$ cat config.mk
export PLATFORM = sky130hd
export DESIGN_NAME = crd_front
export DESIGN_NICKNAME = d
export VERILOG_FILES = /design/src/rtl/assert_macros.svh /design/src/rtl/crd_pkg.sv /design/src/rtl/crd_front.sv
export SDC_FILE = /design/constraint.sdc
export NUM_CORES = 1
export LEC_CHECK = 0
export BUFFER_PORTS_ARGS = -buffer_cell sky130_fd_sc_hd__buf_2
export CORE_MARGIN = 3
export CORE_UTILIZATION = 45
export DETAILED_ROUTE_END_ITERATION = 8
export GPL_TIMING_DRIVEN = 0
export PLACE_DENSITY = 0.67
export SLEW_MARGIN = 20
export SYNTH_ARGS = -nofsm -noshare
export SYNTH_HDL_FRONTEND = slang
export SYNTH_SLANG_ARGS = --single-unit
export TNS_END_PERCENT = 50
$ cat constraint.sdc
create_clock -name i_clk -period 6.3 [get_ports i_clk]
set_input_delay 0.63 -clock i_clk [delete_from_list [all_inputs] [get_ports i_clk]]
set_output_delay 0.63 -clock i_clk [all_outputs]
set_load 0.02 [all_outputs]
$ cat src/rtl/assert_macros.svh
// Assertion macros shared by the clipping run detector RTL.
// No dependencies; assertions compile away when SYNTHESIS is defined.
`ifndef ASSERT_MACROS_SVH
`define ASSERT_MACROS_SVH

`ifndef SYNTHESIS
// Property must hold at every clock edge outside reset
`define ASSERT_HOLDS(lbl, clk, rstn, prop) \
    lbl: assert property (@(posedge clk) disable iff (!rstn) (prop)) \
        else $error("assertion failed: property does not hold");
// Condition must never be true at a clock edge outside reset
`define ASSERT_NEVER(lbl, clk, rstn, cond) \
    lbl: assert property (@(posedge clk) disable iff (!rstn) !(cond)) \
        else $error("assertion failed: forbidden condition seen");
`else
`define ASSERT_HOLDS(lbl, clk, rstn, prop)
`define ASSERT_NEVER(lbl, clk, rstn, cond)
`endif

`endif

$ cat src/rtl/crd_pkg.sv
// Shared types and constants for the clipping run detector.
// No dependencies; imported by every module of the block.
package crd_pkg;

    // Default geometry
    localparam int CRD_CHANNELS   = 8;
    localparam int CRD_FRAME_BITS = 40;

    // Event bundles buffered between tracker update and output
    localparam int EVQ_DEPTH = 2;

    // Item opcodes
    localparam logic OP_SAMPLE = 1'b0;
    localparam logic OP_FINISH = 1'b1;

    // Event kinds
    localparam logic [1:0] KIND_DIGITAL = 2'd0;
    localparam logic [1:0] KIND_OVER    = 2'd1;
    localparam logic [1:0] KIND_NEAR    = 2'd2;

    // Configuration register indexes
    localparam int CFG_AW = 3;
    localparam logic [CFG_AW-1:0] REG_HARD_TH   = 3'd0;
    localparam logic [CFG_AW-1:0] REG_NEAR_TH   = 3'd1;
    localparam logic [CFG_AW-1:0] REG_MIN_HARD  = 3'd2;
    localparam logic [CFG_AW-1:0] REG_MIN_NEAR  = 3'd3;
    localparam logic [CFG_AW-1:0] REG_MERGE_GAP = 3'd4;
    localparam logic [CFG_AW-1:0] REG_FLOAT_SRC = 3'd5;

    // Configuration reset values
    localparam logic [31:0] RST_HARD_TH  = 32'd8388607;
    localparam logic [31:0] RST_NEAR_TH  = 32'd7476679;
    localparam logic [31:0] RST_MIN_RUN  = 32'd3;

    // Classified item handed from front to trackers
    typedef struct packed {
        logic        op;
        logic [2:0]  ch;
        logic [31:0] mag;
        logic        meets_hard;
        logic        meets_near;
    } t_cls;

    // One reported run
    typedef struct packed {
        logic [1:0]  kind;
        logic [39:0] run_start;
        logic [39:0] run_end;
        logic [31:0] run_peak;
        logic [31:0] run_count;
    } t_evt;

    // All events caused by one item, in output order (slot 0 first)
    typedef struct packed {
        logic [2:0]       ch;
        logic [3:0]       vld;
        t_evt [3:0]       ev;
    } t_bundle;

endpackage

$ cat src/rtl/crd_front.sv
// Front stage: accepts items, takes the magnitude, compares it with both
// thresholds and stamps the channel frame. Depends on crd_pkg.
module crd_front import crd_pkg::*; #(
    parameter int CHANNELS   = CRD_CHANNELS,
    parameter int FRAME_BITS = CRD_FRAME_BITS
) (
    input  logic                  i_clk,
    input  logic                  i_rst_n,
    input  logic                  i_valid,
    output logic                  o_ready,
    input  logic                  i_op,
    input  logic [2:0]            i_ch,
    input  logic [31:0]           i_sample,
    input  logic [31:0]           i_hard_th,
    input  logic [31:0]           i_near_th,
    input  logic                  i_adv,
    output logic                  o_valid,
    output t_cls                  o_cls,
    output logic [FRAME_BITS-1:0] o_frame
);

    localparam int CHW = (CHANNELS > 1) ? $clog2(CHANNELS) : 1;

    logic                  r_valid;
    t_cls                  r_cls;
    logic [FRAME_BITS-1:0] r_fstamp;
    logic [FRAME_BITS-1:0] r_frame [CHANNELS];

    logic           accept;
    logic           ch_ok;
    logic [CHW-1:0] ci;
    logic [31:0]    mag;

    assign o_ready = !r_valid || i_adv;
    assign accept  = i_valid && o_ready;
    assign ch_ok   = ({29'd0, i_ch} < 32'(CHANNELS));
    assign ci      = CHW'(i_ch);
    // Most negative sample folds to 2^31
    assign mag     = i_sample[31] ? (32'd0 - i_sample) : i_sample;

    // Hold the classified item until the trackers take it
    always_ff @(posedge i_clk) begin
        if (!i_rst_n) begin
            r_valid <= 1'b0;
        end else if (accept) begin
            r_valid <= ch_ok;
        end else if (i_adv) begin
            r_valid <= 1'b0;
        end
    end

    always_ff @(posedge i_clk) begin
        if (accept) begin
            r_cls.op         <= i_op;
            r_cls.ch         <= i_ch;
            r_cls.mag        <= mag;
            r_cls.meets_hard <= (mag >= i_hard_th);
            r_cls.meets_near <= (mag >= i_near_th);
            r_fstamp         <= r_frame[ci];
        end
    end

    // Advance the channel frame on samples, saturating at all ones
    always_ff @(posedge i_clk) begin
        if (!i_rst_n) begin
            for (int i = 0; i < CHANNELS; i++) begin
                r_frame[i] <= '0;
            end
        end else if (accept && ch_ok && (i_op == OP_SAMPLE)) begin
            if (r_frame[ci] != {FRAME_BITS{1'b1}}) begin
                r_frame[ci] <= r_frame[ci] + FRAME_BITS'(1);
            end
        end
    end

    assign o_valid = r_valid;
    assign o_cls   = r_cls;
    assign o_frame = r_fstamp;

endmodule

==> results by group <==
Pwr
  • Pwr Total: roughly 6.5 mW
  • Static Leak: about 8.8 nW
  • P per Cell Area: roughly 290 nW/µm²
  • Combinational group share of total power: between 10% and 20%
  • Clk pwr share: approximately two fifths
  • Psw: 1.62 mW
  • Flop pwr share: a little under half
  • Int Pwr: slightly below 5 mW
  • Switching part of the total: between 20% and 30%
  • VDD IR max: approximately 0.17 mV

Yosys
  • Share of the yosys chip area belonging to registers: roughly 62%
  • Mapped Area: 19200 µm²
  • Netlist cell types: 66
  • Dominant synthesized flop cell: edfxtp_1
  • Synthesized area per cell: between 10 and 15 µm²
  • Cells after Synth: 1435
  • Yosys top cell area share: 62.3%
  • Leading area contributor after synthesis: edfxtp_1
  • Most instantiated cells after synthesis: edfxtp_1 (398), nor2_1 (338), inv_1 (80), nand2_1 (67), ha_1 (66)
  • Warnings from Yosys: 0
  • Post-synth ARST share: 0%
  • Number of synthesized flops with an enable pin: about 400
  • Synth Net Count: 1605
  • Dominant cells by area after synthesis: edfxtp_1 (62%), mux4_2 (7.0%), nor2_1 (6.6%)
  • Count leader, synth: edfxtp_1
  • Yosys reg bits: around 400

Final layout
  • FILL cells: about 3500
  • Nets: approximately 1800
  • Final Non-Filler Cells: ~2200
  • Layout cells sized above 1: 25.5%
  • ANT cells: 0
  • Syn-to-layout area delta: 17.3%

Floorplanning
  • Initial core utilization: between 40% and 50%
  • Core area: between 40000 and 50000 µm²
  • Chip Width: 212 µm
  • Placement Rows: between 70 and 80
  • Die Span Y: around 210 µm
  • IO Pins: 184
  • Die footprint: 45100 µm²

Worst setup path
  • Setup CP Type: primary input to flip-flop
  • Worst Setup Start Kind: primary input
  • Maximum fanout along the worst path: 40
  • Reg-to-reg slack, setup: 1.80 ns
  • CP top delay family: simple AND/OR/NAND/NOR gates
  • Critical path's most frequent cell: buf_4
  • Worst path bufs/invs: 7
  • CP endpoint kind: flip-flop
  • WP data required: approximately 6.4 ns
  • Critical path arrival: 5.77 ns
  • Critical R2R Capture: r_frame[3][18]
  • Worst path slowest cell: nor3_4
  • Crit path depth: 15
  • Reg2reg start: r_frame[6][0]
  • Max incr delay on CP: around 0.65 ns
  • CP cell instances: buf_2 -> buf_4 -> buf_4 -> buf_4 -> buf_4 -> buf_2 -> mux2_2 -> ha_1 -> and2_1 -> nand4_1 -> nor3_4 -> nand4_4 -> nand3_2 -> buf_2 -> nand2_4
  • Worst R2R Path Depth: 10

Global route
  • Vias in the first global route: around 13000
  • Antenna violations before repair: 0
  • Global-route wire length before repair: just under 80000 µm
  • Largest net degree at the start of global routing: 44
  • Remaining Overflow, GRT: 0
  • Tot GR Track Use: about a quarter

Routing
  • DRC violation count after routing: 0
  • WL/cell: between 20 and 25 µm
  • ANT nets after route: 0
  • 1st-iter DRT viols: between 1000 and 1500
  • Routed wire length: around 53000 µm
  • Vias per inst: between 5 and 6
  • Via count: between 10000 and 15000
  • Initial DRT Pass Iterations: 5

Placement
  • Dpl hpwl: between 30000 and 40000 µm
  • Placer Congestion: between 0.8 and 0.9
  • Placed insts: around 2200
  • I/O Buffers: 182
  • DP Worst Slack: -0.349 ns

Clock tree
  • Clk slew on worst S/H paths: around 0.060 ns
  • CTS tree: built
  • Hold-fix buffers, CTS: 0
  • Post-CTS Setup Inserts: 0
  • Clock sink count: about 400
  • CTS buffer count: 44
  • Root buf cell: clkbuf_16
  • H-tree levels: 2
  • CTS resizes: 0
  • Maximum clock path buffer count: 3
  • Worst skew pair latency: 0.59 ns

Flow run
  • Max Cap Viol: 0

STA
  • Final worst path period need: 5.67 ns
  • Final Hold Vio Count: 0
  • Slew HR: around 31%
  • FMAX: around 0.18 GHz
  • RSZ-0062 raised after global routing: false
  • TNS Setup: 0 ns
  • Post-route clock skew: about 0.029 ns
  • Final WS setup: between 0.6 and 0.7 ns
  • Final max-slew violation count: 0
  • Worst Tran Pin Value: approximately 1.0 ns
  • Final setup violating endpoints: 0
  • Min Hold Slack: ~0.23 ns
  • Final Cycle Share: 90.0%

Status
  • Status: completed

Worst hold path
  • Hold worst-path end: o_cls[37]
  • Worst Hold Launch: i_op
  • HP Class: primary input to flip-flop
  • WHS Path Cells: 1
## power groups by stage
stage	combinational, mW	sequential [mW]	clock (mW)
after detailed placement	0.747	3.14	0
after global routing	0.814	3.10	2.85
after global placement	0.715	3.15	0
after CTS	0.752	3.09	2.74
after floorplan	0.417	3.19	0
final	0.749	3.09	2.71
## worst max-delay path by stage
stage                        from             end  slack (ns)
after floorplan             i_adv   r_frame[0][0]        1.18
after global placement    i_ch[1]  r_frame[0][13]       -1.74
after detailed placement  i_ch[1]  r_frame[3][17]       -0.35
after CTS                 i_ch[1]  r_frame[3][21]        0.22
after global routing      i_ch[1]  r_frame[3][21]        0.41
final                     i_ch[1]  r_frame[3][18]        0.63
## registers in the layout, indices dropped and copies added (netlist names)
| register | flops |
|---|---|
| r_frame | 320 |
| o_frame | 40 |
| o_cls | 38 |
| o_valid | 1 |
## metrics by stage
stage | cell area [µm²] | util [%]
global route | 22500 | 54.2
finish | 22500 | 54.2
floorplan | 19200 | -
detailed placement | 21000 | 50.5
global placement | 20700 | 50.0
CTS | 22500 | 54.2
## routing by layer
metal | global-route usage (%) | part of all wire (%)
met3 | 3.91 | 8.8
met1 | 32.3 | 41
met2 | 38.8 | 47
met4 | 7.20 | 2.3
met5 | 0 | 0
## layout make-up
class,instances,area [µm²],share of cell area (%)
Timing Repair Buffer,189,1070,4.74
Multi-Input combinational cell,885,6530,29.0
Sequential cell,399,12000,53.2
Clock inverter,29,367,1.63
Inverter,82,308,1.37
Buffer,68,422,1.88
Clock buffer,53,1160,5.14
Tap cell,532,666,2.96
## placed cells by master, fill, tap and decap left out, types with 6 or more instances in the layout
| cell | synthesis | final |
|---|---|---|
| a21oi_1 | 24 | 24 |
| o21ai_0 | 24 | 24 |
| ha_1 | 66 | 66 |
| clkinv_2 | 0 | 9 |
| a221oi_1 | 14 | 14 |
| nor2_1 | 338 | 338 |
| a21o_1 | 26 | 26 |
| buf_2 | 25 | 207 |
| nand2b_1 | 10 | 10 |
| xor2_1 | 16 | 16 |
| a22oi_1 | 7 | 7 |
| bufinv_16 | 0 | 7 |
| a211oi_1 | 6 | 6 |
| inv_1 | 80 | 80 |
| xnor2_1 | 50 | 50 |
| nor2b_1 | 10 | 10 |
| nand2_4 | 0 | 8 |
| clkbuf_1 | 7 | 15 |
| mux4_2 | 60 | 60 |
| nand4_1 | 18 | 18 |
| mux2_2 | 27 | 27 |
| buf_4 | 30 | 30 |
| edfxtp_1 | 398 | 398 |
| o31ai_1 | 9 | 9 |
| and2_1 | 8 | 7 |
| clkinv_1 | 1 | 6 |
| mux2i_1 | 14 | 14 |
| or3_1 | 6 | 6 |
| nand3_1 | 16 | 16 |
| nand2_1 | 67 | 59 |
| clkbuf_16 | 0 | 45 |
## kinds of logic after synthesis
logic type | count (synthesis) | synth area share, %
DFF | 399 | 62.4
and+or+nand+nor | 517 | 12.1
buffers and inverters | 151 | 3.82
muxes | 101 | 9.37
AOI/OAI and AO/OA | 135 | 4.93
xor gates and xnor gates | 66 | 3.02
adders and majority gates | 66 | 4.31
(Power assumes the default switching activity.)
