$ cat src/rtl/assert_macros.svh
// Assertion macros shared by the clipping run detector RTL.
// No dependencies; assertions compile away when SYNTHESIS is defined.
`ifndef ASSERT_MACROS_SVH
`define ASSERT_MACROS_SVH

`ifndef SYNTHESIS
// Property must hold at every clock edge outside reset
`define ASSERT_HOLDS(lbl, clk, rstn, prop) \
    lbl: assert property (@(posedge clk) disable iff (!rstn) (prop)) \
        else $error("assertion failed: property does not hold");
// Condition must never be true at a clock edge outside reset
`define ASSERT_NEVER(lbl, clk, rstn, cond) \
    lbl: assert property (@(posedge clk) disable iff (!rstn) !(cond)) \
        else $error("assertion failed: forbidden condition seen");
`else
`define ASSERT_HOLDS(lbl, clk, rstn, prop)
`define ASSERT_NEVER(lbl, clk, rstn, cond)
`endif

`endif

$ cat src/rtl/crd_pkg.sv
// Shared types and constants for the clipping run detector.
// No dependencies; imported by every module of the block.
package crd_pkg;

    // Default geometry
    localparam int CRD_CHANNELS   = 8;
    localparam int CRD_FRAME_BITS = 40;

    // Event bundles buffered between tracker update and output
    localparam int EVQ_DEPTH = 2;

    // Item opcodes
    localparam logic OP_SAMPLE = 1'b0;
    localparam logic OP_FINISH = 1'b1;

    // Event kinds
    localparam logic [1:0] KIND_DIGITAL = 2'd0;
    localparam logic [1:0] KIND_OVER    = 2'd1;
    localparam logic [1:0] KIND_NEAR    = 2'd2;

    // Configuration register indexes
    localparam int CFG_AW = 3;
    localparam logic [CFG_AW-1:0] REG_HARD_TH   = 3'd0;
    localparam logic [CFG_AW-1:0] REG_NEAR_TH   = 3'd1;
    localparam logic [CFG_AW-1:0] REG_MIN_HARD  = 3'd2;
    localparam logic [CFG_AW-1:0] REG_MIN_NEAR  = 3'd3;
    localparam logic [CFG_AW-1:0] REG_MERGE_GAP = 3'd4;
    localparam logic [CFG_AW-1:0] REG_FLOAT_SRC = 3'd5;

    // Configuration reset values
    localparam logic [31:0] RST_HARD_TH  = 32'd8388607;
    localparam logic [31:0] RST_NEAR_TH  = 32'd7476679;
    localparam logic [31:0] RST_MIN_RUN  = 32'd3;

    // Classified item handed from front to trackers
    typedef struct packed {
        logic        op;
        logic [2:0]  ch;
        logic [31:0] mag;
        logic        meets_hard;
        logic        meets_near;
    } t_cls;

    // One reported run
    typedef struct packed {
        logic [1:0]  kind;
        logic [39:0] run_start;
        logic [39:0] run_end;
        logic [31:0] run_peak;
        logic [31:0] run_count;
    } t_evt;

    // All events caused by one item, in output order (slot 0 first)
    typedef struct packed {
        logic [2:0]       ch;
        logic [3:0]       vld;
        t_evt [3:0]       ev;
    } t_bundle;

endpackage

$ cat src/rtl/crd_trk_bank.sv
// Run trackers of one kind for all channels: open run, held run, merging
// and the events they release. Depends on crd_pkg.
module crd_trk_bank import crd_pkg::*; #(
    parameter int CHANNELS   = CRD_CHANNELS,
    parameter int FRAME_BITS = CRD_FRAME_BITS
) (
    input  logic                  i_clk,
    input  logic                  i_rst_n,
    input  logic                  i_en,
    input  logic                  i_op,
    input  logic [2:0]            i_ch,
    input  logic [31:0]           i_mag,
    input  logic                  i_meets,
    input  logic [FRAME_BITS-1:0] i_frame,
    input  logic [1:0]            i_kind,
    input  logic [31:0]           i_merge_gap,
    input  logic [31:0]           i_min_run,
    output logic                  o_ev0_vld,
    output t_evt                  o_ev0,
    output logic                  o_ev1_vld,
    output t_evt                  o_ev1
);

    localparam int CHW = (CHANNELS > 1) ? $clog2(CHANNELS) : 1;
    localparam int CW  = (FRAME_BITS > 32) ? FRAME_BITS : 32;

    logic                  r_open   [CHANNELS];
    logic [FRAME_BITS-1:0] r_ostart [CHANNELS];
    logic [31:0]           r_opeak  [CHANNELS];
    logic [31:0]           r_ocount [CHANNELS];
    logic                  r_hvalid [CHANNELS];
    logic [FRAME_BITS-1:0] r_hstart [CHANNELS];
    logic [FRAME_BITS-1:0] r_hend   [CHANNELS];
    logic [31:0]           r_hpeak  [CHANNELS];
    logic [31:0]           r_hcount [CHANNELS];

    logic                  n_open;
    logic [FRAME_BITS-1:0] n_ostart;
    logic [31:0]           n_opeak;
    logic [31:0]           n_ocount;
    logic                  n_hvalid;
    logic [FRAME_BITS-1:0] n_hstart;
    logic [FRAME_BITS-1:0] n_hend;
    logic [31:0]           n_hpeak;
    logic [31:0]           n_hcount;

    logic [CHW-1:0]        ci;
    logic                  open, hvalid;
    logic [FRAME_BITS-1:0] ostart, hstart, hend;
    logic [31:0]           opeak, ocount, hpeak, hcount;
    logic [FRAME_BITS-1:0] gap, span;
    logic [31:0]           span_sat;
    logic                  do_merge, closing;

    assign ci     = CHW'(i_ch);
    assign open   = r_open[ci];
    assign hvalid = r_hvalid[ci];
    assign ostart = r_ostart[ci];
    assign opeak  = r_opeak[ci];
    assign ocount = r_ocount[ci];
    assign hstart = r_hstart[ci];
    assign hend   = r_hend[ci];
    assign hpeak  = r_hpeak[ci];
    assign hcount = r_hcount[ci];

    // Gap between held end and open start, floored at zero
    assign gap      = (ostart >= hend) ? (ostart - hend) : '0;
    assign do_merge = hvalid && (CW'(gap) <= CW'(i_merge_gap));
    // Merged span runs from held start to the closing frame
    assign span     = (i_frame >= hstart) ? (i_frame - hstart) : '0;
    assign span_sat = (CW'(span) > CW'(32'hFFFF_FFFF)) ? 32'hFFFF_FFFF : 32'(span);
    assign closing  = open && ((i_op == OP_FINISH) || !i_meets);

    // Next tracker state and released events
    always_comb begin
        n_open    = open;
        n_ostart  = ostart;
        n_opeak   = opeak;
        n_ocount  = ocount;
        n_hvalid  = hvalid;
        n_hstart  = hstart;
        n_hend    = hend;
        n_hpeak   = hpeak;
        n_hcount  = hcount;
        o_ev0_vld = 1'b0;
        o_ev1_vld = 1'b0;

        if (closing) begin
            n_open   = 1'b0;
            n_ocount = '0;
            n_hvalid = 1'b1;
            n_hend   = i_frame;
            if (do_merge) begin
                n_hpeak  = (opeak > hpeak) ? opeak : hpeak;
                n_hcount = span_sat;
            end else begin
                // Displace the old held run
                o_ev0_vld = hvalid && (hcount >= i_min_run);
                n_hstart  = ostart;
                n_hpeak   = opeak;
                n_hcount  = ocount;
            end
        end else if ((i_op == OP_SAMPLE) && i_meets) begin
            if (!open) begin
                n_open   = 1'b1;
                n_ostart = i_frame;
                n_opeak  = i_mag;
                n_ocount = 32'd1;
            end else begin
                if (i_mag > opeak) begin
                    n_opeak = i_mag;
                end
                if (ocount != 32'hFFFF_FFFF) begin
                    n_ocount = ocount + 32'd1;
                end
            end
        end

        // Flush the held run on finish
        if (i_op == OP_FINISH) begin
            o_ev1_vld = n_hvalid && (n_hcount >= i_min_run);
            n_hvalid  = 1'b0;
        end
    end

    always_comb begin
        o_ev0.kind      = i_kind;
        o_ev0.run_start = 40'(hstart);
        o_ev0.run_end   = 40'(hend);
        o_ev0.run_peak  = hpeak;
        o_ev0.run_count = hcount;
        o_ev1.kind      = i_kind;
        o_ev1.run_start = 40'(n_hstart);
        o_ev1.run_end   = 40'(n_hend);
        o_ev1.run_peak  = n_hpeak;
        o_ev1.run_count = n_hcount;
    end

    // Control flags
    always_ff @(posedge i_clk) begin
        if (!i_rst_n) begin
            for (int i = 0; i < CHANNELS; i++) begin
                r_open[i]   <= 1'b0;
                r_hvalid[i] <= 1'b0;
            end
        end else if (i_en) begin
            r_open[ci]   <= n_open;
            r_hvalid[ci] <= n_hvalid;
        end
    end

    // Run payload, meaningful only behind the flags
    always_ff @(posedge i_clk) begin
        if (i_en) begin
            r_ostart[ci] <= n_ostart;
            r_opeak[ci]  <= n_opeak;
            r_ocount[ci] <= n_ocount;
            r_hstart[ci] <= n_hstart;
            r_hend[ci]   <= n_hend;
            r_hpeak[ci]  <= n_hpeak;
            r_hcount[ci] <= n_hcount;
        end
    end

endmodule

$ cat config.mk
export PLATFORM = sky130hd
export DESIGN_NAME = crd_trk_bank
export DESIGN_NICKNAME = d
export VERILOG_FILES = /design/src/rtl/assert_macros.svh /design/src/rtl/crd_pkg.sv /design/src/rtl/crd_trk_bank.sv
export SDC_FILE = /design/constraint.sdc
export NUM_CORES = 2
export LEC_CHECK = 0
export CORE_ASPECT_RATIO = 1.4
export CORE_MARGIN = 1
export CORE_UTILIZATION = 57
export CTS_BUF_LIST = sky130_fd_sc_hd__clkbuf_16
export CTS_CLUSTER_SIZE = 40
export DETAILED_ROUTE_END_ITERATION = 7
export DONT_BUFFER_PORTS = 1
export PLACE_DENSITY_LB_ADDON = 0.15
export REMOVE_ABC_BUFFERS = 1
export SETUP_SLACK_MARGIN = 0.02
export SYNTH_ARGS = -nofsm -noshare
export SYNTH_HDL_FRONTEND = slang
export SYNTH_SLANG_ARGS = --single-unit
$ cat constraint.sdc
create_clock -name i_clk -period 15 [get_ports i_clk]
set_input_delay 3 -clock i_clk [delete_from_list [all_inputs] [get_ports i_clk]]
set_output_delay 3 -clock i_clk [all_outputs]
set_load 0.05 [all_outputs]
==> metrics.md <==
| Metric | Value |
|---|---|
| Status | `complete, no violations` |
| Core Area | `146000 sq um` |
| P_int | `around 9.5 mW` |
| First-pass GRT wire length | `about 360000 um` |
| Per-cell routed wire length | `32.6 um` |
| Total of warnings raised by yosys | `0` |
| Crit Path Max Fanout | `a little over 70` |
| Most common cell after layout, fill and taps aside | `edfxtp_1` |
| Leakage | `32.1 nW` |
| Initial DRC count | `5729` |
| Share of cells above drive strength 1 | `~16%` |
| Final Hold Viols | `0` |
| Reg2reg start | `r_ostart[7][0]` |
| Via count | `approximately 53000` |
| Worst rel slew slack | `roughly 18%` |
| Worst-Margin Slew | `~1200 ps` |
| Pin count of the biggest net entering global routing | `roughly 110` |
| Most frequent cells in the layout | `edfxtp_1, a22oi_1, buf_4` |
| Hold crit path type | `reg -> reg` |
| Total number of H-tree levels | `4` |
| Final Cell Area | `around 95000 sq um` |
| CTS Buf Count | `180` |
| WS Path Type | `in -> out` |
| Hold slack | `between 400 and 500 ps` |
| Nets | `~6200` |
| Placed Area | `88900 sq um` |
| Gp weighted congestion | `between 0.9 and 1` |
| Mux contribution to synthesized area | `roughly 2.8%` |
| Clock latency on the worst-skew pair | `around 850 ps` |
| Number of vias per cell | `just under 7` |
| Die Y | `457 um` |
| RSZ-0062 raised after global routing | `no` |
| Syn_area_per_cell | `15.2 sq um` |
| Comb pwr share | `15.6%` |
| CTS max path bufs | `3` |
| Clock transition at path regs | `60 ps` |
| Pwr per Cell Area | `roughly 140 nW/um^2` |
| Synth Area in Simple Gates | `approximately 6.0%` |
| Antenna-violating nets left | `0` |
| Tcrit/Tclk final | `between 90 and 100%` |
| P_sw | `about 3.5 mW` |
| Synth Cell Area | `84200 sq um` |
| Finish-stage setup viols | `0` |
| Final HPWL DP | `around 160000 um` |
| Mapped Cells | `about 5500` |
| Vias in the first global route | `between 50000 and 60000` |
| Setup crit end kind | `output port` |
| Die area | `between 100000 and 150000 sq um` |
| I/O pin cnt | `between 400 and 500` |
| Global-route usage over all layers | `33.8%` |
| Initial core utilization | `between 50 and 60%` |
| Sw Ratio | `between 20% and 30%` |
| Pins Over Slew Limit | `0` |
| Synth Area in Compound Gates | `about 13%` |
| Worst VDD drop | `about 120 uV` |
| Sequential area share after synthesis | `around 71%` |
| CTS sink cnt | `2000` |
| HP Start | `r_hvalid[3]` |
| Largest family of logic cells by synthesized area | `compound AO/OA/AOI/OAI gates` |
| Clock power frac | `between 30% and 40%` |
| CP delay by family, top | `compound AO/OA/AOI/OAI gates` |
| Max cap viols | `0` |
| Worst EP arrival | `between 10000 and 15000 ps` |
| Congestion Overflow GR | `0` |
| Post-synth EDFFs | `1984` |
| Tmin final | `approximately 15000 ps` |
| F_max | `between 60 and 70 MHz` |
| Most used cell, CP | `a21o_1` |
| Post-Synth Adder-Cell Area | `3.63%` |
| Post-synth top flop | `edfxtp_1` |
| Sequential share of power | `between 40% and 50%` |
| Length of the first detailed-routing pass in iterations | `5` |
| Sum of buffers and inverters on the critical path | `5` |
| Cell variety after synth | `96` |
| Root buffer cell | `clkbuf_16` |
| Area growth from synthesis to layout | `12.9%` |
| IO Port Bufs | `0` |
| Num rows | `166` |
| Worst EP required | `approximately 12000 ps` |
| Synth async-reset ratio | `0%` |
| Die Width | `~330 um` |
| Final wirelength | `around 260000 um` |
| Slowest cell on crit path | `a221oi_1` |
| Initial antenna violation count | `18` |
| CP startpoint kind | `input port` |
| DRC | `0` |
| CP peak stage delay | `between 700 and 800 ps` |
| Xor/xnor share of the synthesized area | `less than 1%` |
| Crit path from | `i_ch[1]` |
| Clock Skews | `about 40 ps` |
| Yosys reg bits | `2000` |
| CTS tree | `built` |
cell usage after synthesis, types with 8 or more instances:
library cell | number | area, sq um
or2_2 | 8 | 50.1
nand3_1 | 45 | 225
buf_4 | 21 | 158
nand3b_1 | 8 | 60.1
mux4_2 | 28 | 631
nand4_1 | 176 | 1100
mux2_2 | 94 | 1060
and4_1 | 109 | 955
o211ai_1 | 30 | 225
ha_1 | 241 | 3020
a31oi_1 | 30 | 188
and2_1 | 17 | 106
xnor2_1 | 61 | 534
a22oi_1 | 878 | 6590
a211oi_1 | 16 | 120
a21oi_1 | 229 | 1150
nor2_1 | 243 | 912
nand2b_1 | 24 | 150
a21o_1 | 55 | 413
or3_1 | 14 | 87.6
nor2b_1 | 34 | 213
buf_2 | 27 | 135
buf_1 | 67 | 251
buf_6 | 8 | 90.1
clkbuf_1 | 201 | 754
dfxtp_1 | 16 | 320
o21bai_1 | 13 | 97.6
o22ai_1 | 25 | 156
nor3_1 | 34 | 170
xor2_1 | 31 | 272
inv_1 | 242 | 908
nand2_1 | 159 | 597
mux2i_1 | 62 | 621
edfxtp_1 | 1984 | 59600
and3_1 | 14 | 87.6
a21boi_0 | 10 | 75.1
a221oi_1 | 32 | 280
o21a_1 | 16 | 120
o21ai_0 | 104 | 521
metrics by stage:
| step | setup slack [ps] | setup TNS (ps) | instances | total power, mW | util, % |
|---|---|---|---|---|---|
| 6_report | 277 | 0 | 7859 | 13.0 | 64.9 |
| 3_3_place_gp | -213 | -213 | 7488 | 8.50 | 60.7 |
| 3_5_place_dp | -257 | -257 | 7488 | 8.52 | 60.7 |
| 5_1_grt | 5.48 | 0 | 7853 | 13.3 | 64.9 |
| 4_1_cts | 32.4 | 0 | 7815 | 12.9 | 64.6 |
| 2_1_floorplan | -13670 | - | 5210 | 7.86 | - |
cell families (layout without fill, tap and decap cells):
| family | Yosys count | after routing |
|---|---|---|
| buffers and inverters | 568 | 936 |
| other | 0 | 24 |
| multiplexers | 185 | 185 |
| adder cells (fa/ha/maj) | 243 | 243 |
| AO/OA/AOI/OAI | 1525 | 1525 |
| AND/OR/NAND/NOR | 922 | 922 |
| flip-flops | 2000 | 2000 |
| XOR/XNOR | 92 | 92 |
worst reg2reg max path, delay by kind of cell (launching register included):
kind	cells	cell delay, ps
compound gates	12	2490
flops	1	380
buf+inv	8	1960
fa+ha+maj	3	930
simple gates	6	1350
mux	1	970
area by class of cell:
class / instances / area, sq um
Sequential cell: 2000 / 59900
Clock inverter: 140 / 1110
Antenna cell: 24 / 60.1
Timing Repair Buffer: 369 / 3220
Multi-Input combinational cell: 2967 / 22700
Inverter: 243 / 980
Tap cell: 1932 / 2420
Clock buffer: 184 / 4600
Fill cell: 10300 / 51400
path summary, 6_finish.rpt:
| check | endpoint | slack, ps | cells past startpoint |
|---|---|---|---|
| worst max-delay path | o_ev1_vld | 280 | 31 |
| worst min-delay path | r_hvalid[3] | 460 | 2 |
| worst max register to register | r_hpeak[3][11] | 6810 | 30 |
| worst min register to register | r_hvalid[3] | 460 | 2 |
power by group through the flow:
stage               Clock, mW  Sequential [mW]  Combinational (mW)
global route             4.72             6.44                2.13
detailed placement          0             6.56                1.96
global placement            0             6.55                1.95
CTS                      4.53             6.44                1.97
finish                   4.50             6.44                2.02
floorplan                   0             6.58                1.29
registers in the layout, indices dropped and copies added, names as in the netlist:
name and cells:
r_hend 320, r_hstart 320, r_hpeak 256, r_open 8
r_ostart 320, r_hvalid 8, r_ocount 256, r_hcount 256
r_opeak 256
what timing repair did:
item / CTS / global route
pin swaps: 2 / 14
endpoints found under the setup margin: 1 / 1
gates resized for setup: 2 / 41
hold buffers: 0 / 0
hold endpoints to repair: 0 / 0
buffers inserted: 3 / 17
cloned: 0 / 3
metal layers:
layer	track usage, %	share of wire (%)	routed length (um)
met4	18.5	5.5	14200
met2	55.8	49	126000
met3	7.87	9.5	24300
met1	41.0	36	91600
met5	0	0.021	55
(Power assumes the default switching activity.)
